## src/hw/rtl/sprt_pkg.sv

```systemverilog
package sprt_pkg;

  localparam int STAT_BITS = 48;
  // (x+k)^2 fits in 50 bits for sample widths up to 24 bits; minus gamma needs one more
  localparam int TERM_BITS = 51;
  localparam int ACC_BITS  = 52;

  localparam int K_BITS     = 16;
  localparam int GAMMA_BITS = 39;
  localparam int LIMIT_BITS = 40;

  localparam int CFG_IDX_BITS  = 2;
  localparam int CFG_DATA_BITS = 40;

  localparam int MID_DEPTH = 8;
  localparam int OUT_DEPTH = 2;

  localparam logic [CFG_IDX_BITS-1:0] CFG_OFFSET_K = 2'd0;
  localparam logic [CFG_IDX_BITS-1:0] CFG_GAMMA    = 2'd1;
  localparam logic [CFG_IDX_BITS-1:0] CFG_LOWER    = 2'd2;
  localparam logic [CFG_IDX_BITS-1:0] CFG_UPPER    = 2'd3;

  localparam logic [GAMMA_BITS-1:0]        GAMMA_RST = 39'd16777216;
  localparam logic signed [LIMIT_BITS-1:0] LOWER_RST = -40'sd16777216;
  localparam logic signed [LIMIT_BITS-1:0] UPPER_RST = 40'sd83886080;

  typedef enum logic [1:0] {
    DEC_CONTINUE = 2'd0,
    DEC_ACCEPT   = 2'd1,
    DEC_SIGNAL   = 2'd2
  } decision_t;

  localparam int DEC_BITS = 2;

endpackage

```

## src/hw/rtl/sprt_fifo.sv

```systemverilog
module sprt_fifo #(
  parameter int WIDTH = 8,
  parameter int DEPTH = 2
) (
  input  logic                     clk,
  input  logic                     rst_n,
  input  logic                     push,
  input  logic [WIDTH-1:0]         wdata,
  output logic                     full,
  input  logic                     pop,
  output logic [WIDTH-1:0]         rdata,
  output logic                     empty,
  output logic [$clog2(DEPTH):0]   count
);

  localparam int PTR_BITS = (DEPTH > 1) ? $clog2(DEPTH) : 1;
  localparam int CNT_BITS = $clog2(DEPTH) + 1;

  logic [WIDTH-1:0]    mem_r [DEPTH];
  logic [PTR_BITS-1:0] wr_ptr_r, wr_ptr_nxt;
  logic [PTR_BITS-1:0] rd_ptr_r, rd_ptr_nxt;
  logic [CNT_BITS-1:0] cnt_r, cnt_nxt;
  logic                do_push, do_pop;

  assign full  = (cnt_r == CNT_BITS'(DEPTH));
  assign empty = (cnt_r == '0);
  assign count = cnt_r;
  assign rdata = mem_r[rd_ptr_r];

  assign do_push = push && !full;
  assign do_pop  = pop && !empty;

  always_comb begin
    wr_ptr_nxt = wr_ptr_r;
    rd_ptr_nxt = rd_ptr_r;
    cnt_nxt    = cnt_r;
    if (do_push) begin
      wr_ptr_nxt = (wr_ptr_r == PTR_BITS'(DEPTH - 1)) ? '0 : wr_ptr_r + 1'b1;
    end
    if (do_pop) begin
      rd_ptr_nxt = (rd_ptr_r == PTR_BITS'(DEPTH - 1)) ? '0 : rd_ptr_r + 1'b1;
    end
    if (do_push && !do_pop) begin
      cnt_nxt = cnt_r + 1'b1;
    end else if (do_pop && !do_push) begin
      cnt_nxt = cnt_r - 1'b1;
    end
  end

  always_ff @(posedge clk) begin
    if (!rst_n) begin
      wr_ptr_r <= '0;
      rd_ptr_r <= '0;
      cnt_r    <= '0;
    end else begin
      wr_ptr_r <= wr_ptr_nxt;
      rd_ptr_r <= rd_ptr_nxt;
      cnt_r    <= cnt_nxt;
    end
  end

  always_ff @(posedge clk) begin
    if (do_push) begin
      mem_r[wr_ptr_r] <= wdata;
    end
  end

endmodule

```

## src/hw/rtl/sprt_front.sv

```systemverilog
module sprt_front #(
  parameter int SAMPLE_BITS = 16
) (
  input  logic                                         clk,
  input  logic                                         rst_n,
  input  logic                                         in_valid,
  input  logic signed [SAMPLE_BITS-1:0]                sample,
  input  logic signed [sprt_pkg::K_BITS-1:0]           offset_k,
  input  logic [sprt_pkg::GAMMA_BITS-1:0]              gamma,
  output logic                                         term_valid,
  output logic signed [sprt_pkg::TERM_BITS-1:0]        term,
  output logic [1:0]                                   inflight
);

  import sprt_pkg::*;

  localparam int SUM_BITS  = ((SAMPLE_BITS > K_BITS) ? SAMPLE_BITS : K_BITS) + 1;
  localparam int PROD_BITS = 2 * SUM_BITS;

  logic                        v1_r, v2_r, v3_r;
  logic signed [SUM_BITS-1:0]  sum_r, sum_nxt;
  logic signed [PROD_BITS-1:0] prod_r, prod_nxt;
  logic signed [TERM_BITS-1:0] term_r, term_nxt;

  assign sum_nxt  = SUM_BITS'(sample) + SUM_BITS'(offset_k);
  assign prod_nxt = sum_r * sum_r;
  // square is never negative, so widening keeps the value
  assign term_nxt = TERM_BITS'(prod_r) - TERM_BITS'($signed({1'b0, gamma}));

  assign term_valid = v3_r;
  assign term       = term_r;
  assign inflight   = 2'(v1_r) + 2'(v2_r) + 2'(v3_r);

  always_ff @(posedge clk) begin
    if (!rst_n) begin
      v1_r <= 1'b0;
      v2_r <= 1'b0;
      v3_r <= 1'b0;
    end else begin
      v1_r <= in_valid;
      v2_r <= v1_r;
      v3_r <= v2_r;
    end
  end

  always_ff @(posedge clk) begin
    sum_r  <= sum_nxt;
    prod_r <= prod_nxt;
    term_r <= term_nxt;
  end

endmodule

```

## src/hw/rtl/sprt_back.sv

```systemverilog
module sprt_back #(
  parameter int COUNT_BITS = 24
) (
  input  logic                                       clk,
  input  logic                                       rst_n,
  input  logic                                       take,
  input  logic signed [sprt_pkg::TERM_BITS-1:0]      term,
  input  logic signed [sprt_pkg::LIMIT_BITS-1:0]     lower_limit,
  input  logic signed [sprt_pkg::LIMIT_BITS-1:0]     upper_limit,
  output sprt_pkg::decision_t                        decision,
  output logic signed [sprt_pkg::STAT_BITS-1:0]      statistic,
  output logic [COUNT_BITS-1:0]                      sequence_samples,
  output logic [COUNT_BITS-1:0]                      run_sequences,
  output logic [COUNT_BITS-1:0]                      run_samples
);

  import sprt_pkg::*;

  localparam logic signed [STAT_BITS-1:0] STAT_MAX = {1'b0, {(STAT_BITS-1){1'b1}}};
  localparam logic signed [STAT_BITS-1:0] STAT_MIN = {1'b1, {(STAT_BITS-1){1'b0}}};

  logic signed [STAT_BITS-1:0] stat_r, stat_nxt;
  logic [COUNT_BITS-1:0]       seq_cnt_r, seq_cnt_nxt;
  logic [COUNT_BITS-1:0]       run_seq_r, run_seq_nxt;
  logic [COUNT_BITS-1:0]       run_smp_r, run_smp_nxt;

  logic signed [ACC_BITS-1:0]  acc;
  logic signed [STAT_BITS-1:0] sat;
  logic                        ovf;
  logic [COUNT_BITS-1:0]       seq_inc, run_seq_inc, run_smp_inc;

  assign acc = ACC_BITS'(stat_r) + ACC_BITS'(term);
  // overflow when the bits above the statistic's sign do not all match it
  assign ovf = !((&acc[ACC_BITS-1:STAT_BITS-1]) || !(|acc[ACC_BITS-1:STAT_BITS-1]));
  assign sat = ovf ? (acc[ACC_BITS-1] ? STAT_MIN : STAT_MAX) : acc[STAT_BITS-1:0];

  assign seq_inc     = (&seq_cnt_r) ? seq_cnt_r : seq_cnt_r + 1'b1;
  assign run_smp_inc = (&run_smp_r) ? run_smp_r : run_smp_r + 1'b1;
  assign run_seq_inc = (seq_cnt_r != '0) ? run_seq_r :
                       ((&run_seq_r) ? run_seq_r : run_seq_r + 1'b1);

  always_comb begin
    // signal wins when both limits are crossed
    if (sat > STAT_BITS'(upper_limit)) begin
      decision = DEC_SIGNAL;
    end else if (sat < STAT_BITS'(lower_limit)) begin
      decision = DEC_ACCEPT;
    end else begin
      decision = DEC_CONTINUE;
    end
  end

  assign statistic        = sat;
  assign sequence_samples = seq_inc;
  assign run_sequences    = run_seq_inc;
  assign run_samples      = run_smp_inc;

  always_comb begin
    stat_nxt    = stat_r;
    seq_cnt_nxt = seq_cnt_r;
    run_seq_nxt = run_seq_r;
    run_smp_nxt = run_smp_r;
    if (take) begin
      unique case (decision)
        DEC_SIGNAL: begin
          stat_nxt    = '0;
          seq_cnt_nxt = '0;
          run_seq_nxt = '0;
          run_smp_nxt = '0;
        end
        DEC_ACCEPT: begin
          stat_nxt    = '0;
          seq_cnt_nxt = '0;
          run_seq_nxt = run_seq_inc;
          run_smp_nxt = run_smp_inc;
        end
        default: begin
          stat_nxt    = sat;
          seq_cnt_nxt = seq_inc;
          run_seq_nxt = run_seq_inc;
          run_smp_nxt = run_smp_inc;
        end
      endcase
    end
  end

  always_ff @(posedge clk) begin
    if (!rst_n) begin
      stat_r    <= '0;
      seq_cnt_r <= '0;
      run_seq_r <= '0;
      run_smp_r <= '0;
    end else begin
      stat_r    <= stat_nxt;
      seq_cnt_r <= seq_cnt_nxt;
      run_seq_r <= run_seq_nxt;
      run_smp_r <= run_smp_nxt;
    end
  end

endmodule

```

## src/hw/rtl/sprt_chart_monitor_core.sv

```systemverilog
// Channel  Ports                                          Beat when
// input    in_push, in_full, in_sample                    in_push && !in_full
// result   out_pop, out_empty, out_decision, out_statistic,
//          out_sequence_samples, out_run_sequences,
//          out_run_samples                                out_pop && !out_empty
// config   cfg_we, cfg_index, cfg_wdata                   cfg_we
//
// One sample per cycle sustained while results are popped. A result passes three
// front stages (offset, square, gamma) and the middle queue; the accumulator loop,
// one add and saturate per cycle while the result queue has room, writes it there.
// Synchronous active-low reset clears all state and loads the register defaults.
// in_full rises when the middle queue plus the front stages in flight would
// overflow; a stalled result side backs up through the queues to in_full.
module sprt_chart_monitor_core #(
  parameter int SAMPLE_BITS = 16,
  parameter int COUNT_BITS  = 24
) (
  input  logic                                    clk,
  input  logic                                    rst_n,
  input  logic                                    in_push,
  output logic                                    in_full,
  input  logic signed [SAMPLE_BITS-1:0]           in_sample,
  output logic                                    out_empty,
  input  logic                                    out_pop,
  output logic [sprt_pkg::DEC_BITS-1:0]           out_decision,
  output logic signed [sprt_pkg::STAT_BITS-1:0]   out_statistic,
  output logic [COUNT_BITS-1:0]                   out_sequence_samples,
  output logic [COUNT_BITS-1:0]                   out_run_sequences,
  output logic [COUNT_BITS-1:0]                   out_run_samples,
  input  logic                                    cfg_we,
  input  logic [sprt_pkg::CFG_IDX_BITS-1:0]       cfg_index,
  input  logic [sprt_pkg::CFG_DATA_BITS-1:0]      cfg_wdata
);

  import sprt_pkg::*;

  localparam int MID_CNT_BITS = $clog2(MID_DEPTH) + 1;
  localparam int OUT_CNT_BITS = $clog2(OUT_DEPTH) + 1;
  localparam int CREDIT_BITS  = MID_CNT_BITS + 1;
  localparam int RES_BITS     = DEC_BITS + STAT_BITS + 3 * COUNT_BITS;

  logic signed [K_BITS-1:0]     offset_k_r;
  logic [GAMMA_BITS-1:0]        gamma_r;
  logic signed [LIMIT_BITS-1:0] lower_r;
  logic signed [LIMIT_BITS-1:0] upper_r;

  logic                        accept;
  logic                        term_valid;
  logic signed [TERM_BITS-1:0] front_term;
  logic [1:0]                  inflight;

  logic                        mid_full, mid_empty;
  logic [TERM_BITS-1:0]        mid_rdata;
  logic [MID_CNT_BITS-1:0]     mid_count;
  logic [CREDIT_BITS-1:0]      credit;

  logic                        take;
  logic                        res_full;
  decision_t                   res_decision;
  logic signed [STAT_BITS-1:0] res_statistic;
  logic [COUNT_BITS-1:0]       res_seq, res_run_seq, res_run_smp;
  logic [RES_BITS-1:0]         res_wdata, res_rdata;
  logic [OUT_CNT_BITS-1:0]     res_count;

  always_ff @(posedge clk) begin
    if (!rst_n) begin
      offset_k_r <= '0;
      gamma_r    <= GAMMA_RST;
      lower_r    <= LOWER_RST;
      upper_r    <= UPPER_RST;
    end else if (cfg_we) begin
      unique case (cfg_index)
        CFG_OFFSET_K: offset_k_r <= cfg_wdata[K_BITS-1:0];
        CFG_GAMMA:    gamma_r    <= cfg_wdata[GAMMA_BITS-1:0];
        CFG_LOWER:    lower_r    <= cfg_wdata[LIMIT_BITS-1:0];
        CFG_UPPER:    upper_r    <= cfg_wdata[LIMIT_BITS-1:0];
        default:      ;
      endcase
    end
  end

  // reserve a middle-queue slot for every beat still in the front stages
  assign credit  = CREDIT_BITS'(mid_count) + CREDIT_BITS'(inflight);
  assign in_full = (credit >= CREDIT_BITS'(MID_DEPTH));
  assign accept  = in_push && !in_full;

  sprt_front #(
    .SAMPLE_BITS(SAMPLE_BITS)
  ) u_front (
    .clk        (clk),
    .rst_n      (rst_n),
    .in_valid   (accept),
    .sample     (in_sample),
    .offset_k   (offset_k_r),
    .gamma      (gamma_r),
    .term_valid (term_valid),
    .term       (front_term),
    .inflight   (inflight)
  );

  sprt_fifo #(
    .WIDTH(TERM_BITS),
    .DEPTH(MID_DEPTH)
  ) u_mid_q (
    .clk   (clk),
    .rst_n (rst_n),
    .push  (term_valid),
    .wdata (front_term),
    .full  (mid_full),
    .pop   (take),
    .rdata (mid_rdata),
    .empty (mid_empty),
    .count (mid_count)
  );

  assign take = !mid_empty && !res_full;

  sprt_back #(
    .COUNT_BITS(COUNT_BITS)
  ) u_back (
    .clk              (clk),
    .rst_n            (rst_n),
    .take             (take),
    .term             ($signed(mid_rdata)),
    .lower_limit      (lower_r),
    .upper_limit      (upper_r),
    .decision         (res_decision),
    .statistic        (res_statistic),
    .sequence_samples (res_seq),
    .run_sequences    (res_run_seq),
    .run_samples      (res_run_smp)
  );

  assign res_wdata = {res_decision, res_statistic, res_seq, res_run_seq, res_run_smp};

  sprt_fifo #(
    .WIDTH(RES_BITS),
    .DEPTH(OUT_DEPTH)
  ) u_out_q (
    .clk   (clk),
    .rst_n (rst_n),
    .push  (take),
    .wdata (res_wdata),
    .full  (res_full),
    .pop   (out_pop),
    .rdata (res_rdata),
    .empty (out_empty),
    .count (res_count)
  );

  assign out_decision         = res_rdata[RES_BITS-1 -: DEC_BITS];
  assign out_statistic        = res_rdata[3*COUNT_BITS +: STAT_BITS];
  assign out_sequence_samples = res_rdata[2*COUNT_BITS +: COUNT_BITS];
  assign out_run_sequences    = res_rdata[COUNT_BITS +: COUNT_BITS];
  assign out_run_samples      = res_rdata[0 +: COUNT_BITS];

  // credit check keeps the middle queue from overflowing, so its full flag is not needed
  logic unused_status;
  assign unused_status = mid_full ^ (^res_count);

endmodule

```

## config.mk

```make
export PLATFORM = sky130hd
export DESIGN_NAME = sprt_chart_monitor_core
export DESIGN_NICKNAME = d
export VERILOG_FILES = /design/src/hw/rtl/sprt_pkg.sv /design/src/hw/rtl/sprt_fifo.sv /design/src/hw/rtl/sprt_front.sv /design/src/hw/rtl/sprt_back.sv /design/src/hw/rtl/sprt_chart_monitor_core.sv
export SDC_FILE = /design/constraint.sdc
export NUM_CORES = 2
export LEC_CHECK = 0
export ABC_AREA = 1
export BUFFER_PORTS_ARGS = -buffer_cell sky130_fd_sc_hd__buf_2
export CAP_MARGIN = 15
export CORE_ASPECT_RATIO = 1.25
export CORE_MARGIN = 2
export CORE_UTILIZATION = 35
export CTS_BUF_LIST = sky130_fd_sc_hd__clkbuf_16
export CTS_CLUSTER_SIZE = 28
export DETAILED_ROUTE_END_ITERATION = 16
export GPL_ROUTABILITY_DRIVEN = 0
export MAX_ROUTING_LAYER = met4
export SETUP_SLACK_MARGIN = 0.1
export SYNTH_ARGS = -nofsm -noshare
export SYNTH_HDL_FRONTEND = slang
export SYNTH_SLANG_ARGS = --single-unit
```

## constraint.sdc

```tcl
create_clock -name clk -period 10 [get_ports clk]
set_input_delay 1 -clock clk [delete_from_list [all_inputs] [get_ports clk]]
set_output_delay 1 -clock clk [all_outputs]
set_load 0.03 [all_outputs]
```

==> metrics.txt <==
Simple-Gate Fraction of Synth Area 12.37%; total number of yosys warnings 0; Hold Vio Cnt, Final 0; Worst Hold Class register to register; Inst Count DP 7434; number of synthesized flops with an enable pin 572; area grow syn2layout 11.69%; post-synthesis mux area share 2.631%; Crit Path Class register to register; fin worst setup slack 1839 ps; CP Capture Type register; register area 0.02453 mm^2; Syn Std Cell Area 0.05264 mm^2; Hold Startpoint u_front.v1_r; Via density 4.952; multi-input logic area 0.02443 mm^2; die area 0.1535 mm^2; Final nets 6158; initial core utilization 35.14%; CP required 10520 ps; Detailed Place HPWL 99620 um; Synth area leader edfxtp_1; setup violators final 0; Remaining Overflow, GRT 0; cts bufs inserted 92; status finished clean; Compound-Gate Fraction of Synth Area 10.29%; Final Skew 34.84 ps; Clk pin slew, worst setup/hold paths 70 ps; first-pass GRT wire length 216300 um; Synth top area share 32.63%; CTS Hold Bufs 0; slew margin rel. 27.86%; vias in the first global route 38.10k; Final Max Tran Viols 0; CTS tree built; part of the Yosys area used for sequential elements 46.59%; cells after synthesis 5403; top_reg_cell synth edfxtp_1; Die Span Y 437.6 um; final worst path period share 81.61%; vias post-DR 37.71k; Ports 187; crit start category register; share of cells above drive strength 1 10.15%; CTS H-Tree Depth 3; # DRC 0; RSZ-0062 raised after global routing false; most used cell, CP nand2_1; fin cells 7616; Worst Path Max Fanout 48; Post-CTS Repair Setup Buffers 0; Mean Syn Cell Area 9.742 um^2; largest net degree at the start of global routing 119; Worst Path Arrival 8680 ps; CP max stage delay 650 ps; Worst Max-Slew Pin Slew 1082 ps; Post-synth top cells nand2_1, inv_1, edfxtp_1; library cells used by synthesis 57; dpl ws 1914 ps; Worst path slowest cell a31oi_1; FILL cells 14.67k; adder-cell share of the synthesized area 17.64%; total iterations of the first detailed-routing run 7; Die W 350.9 um; Max Cap Viol 0; fmax 0.1225 GHz; CTS Root Cell clkbuf_16; clk buf depth 3; antenna violations before repair 10; drt wl/cell 18.24 um; setup_tns 0 ps; Seq cells post-synth 939; num rows 159; most common cell in the netlist nand2_1; shortest period the worst path allows 8161 ps; post-CTS sizing 0; Core ar. 0.1498 mm^2; WL final 138900 um; worst hold slack 459.1 ps; Port Buf Inserts 186; top post-synthesis cells by area edfxtp_1, dfxtp_1, fa_1, ha_1, nand2_1; XOR/XNOR Fraction of Synth Area 3.311%; GRT Overall Usage 18.57%; fraction of registers with async set or reset after synthesis 0%; Post-Synthesis Net Count 6043; drt initial violations 2455; largest family of logic cells by synthesized area adder cells; worst skew pair latency 690 ps; Final ANT Viol Nets 0; Clock Sinks 939
## layout by cell type (no fill, tap or decap), drive strengths merged, types with 5 or more instances in the layout
cell / count
dfxtp: 367
fa: 275
buf: 236
clkinv: 40
a21o: 7
a211oi: 11
nand2: 786
nor2: 516
xnor2: 79
o211ai: 20
a31oi: 57
nand3: 87
nor3: 30
mux2: 123
ha: 302
edfxtp: 572
bufinv: 8
nand4: 109
xor2: 120
a21oi: 424
o22ai: 42
diode: 7
o21bai: 19
o31ai: 5
clkbuf: 95
or2: 10
nor4: 18
a21boi: 9
inv: 800
o21ai: 396
## metal layers
metal / global-route usage [%] / up-vias / wire, um
li1: - / 18220 / -
met1: 22.55 / 18390 / 59370
met2: 32.03 / 872 / 68980
met3: 2.119 / 227 / 6619
met4: 6.016 / 0 / 3978
met5: - / - / 0
## layout make-up
cell class / instances / area share, %
sequential: 939 / 41.73
tap: 2012 / 4.282
timing repair buffer: 236 / 2.341
clock inverter: 78 / 1.060
clock buffer: 95 / 4.044
antenna: 7 / 0.02980
multi-input combinational: 3475 / 41.56
inverter: 774 / 4.953
## through the flow
stage               cell area (um^2)  util (%)
floorplan                      52640         -
global placement               55740     37.21
detailed placement             55740     37.21
CTS                            58740     39.21
global route                   58790     39.24
finish                         58790     39.24
## path summary, 6_finish.rpt
check,to,slack (ps),cells after the start
min,u_front.v2_r,460,2
max,u_back.stat_r[19],1840,33
min reg2reg,u_front.v2_r,460,2
max reg2reg,u_back.stat_r[19],1840,33
## cell families (layout without fill, tap and decap cells)
group,after synthesis,in the layout
and+or+nand+nor,1568,1568
AOI/OAI and AO/OA,1008,1008
buffers and inverters,989,1183
DFF,939,939
adders and majority gates,577,577
xor gates and xnor gates,199,199
muxes,123,123
other,0,7
## critical path: cells and delay by family (launching register included)
kind | cells | cell delay (ps)
simple gates | 13 | 2220
buf+inv | 6 | 1810
flops | 1 | 500
compound gates | 12 | 2670
fa+ha+maj | 2 | 700
## sequential cells by signal (all words and copies together), names as in the netlist, 33 cells and up, named ones only
signal	cells
u_out_q.mem_r	244
u_front.term	41
gamma_r	39
u_mid_q.mem_r	328
u_back.stat_r	48
upper_r	40
u_front.prod_r	33
lower_r	40
Power is not shown: default switching activity piles up to over one toggle a cycle in this logic, so the estimate is an artifact.
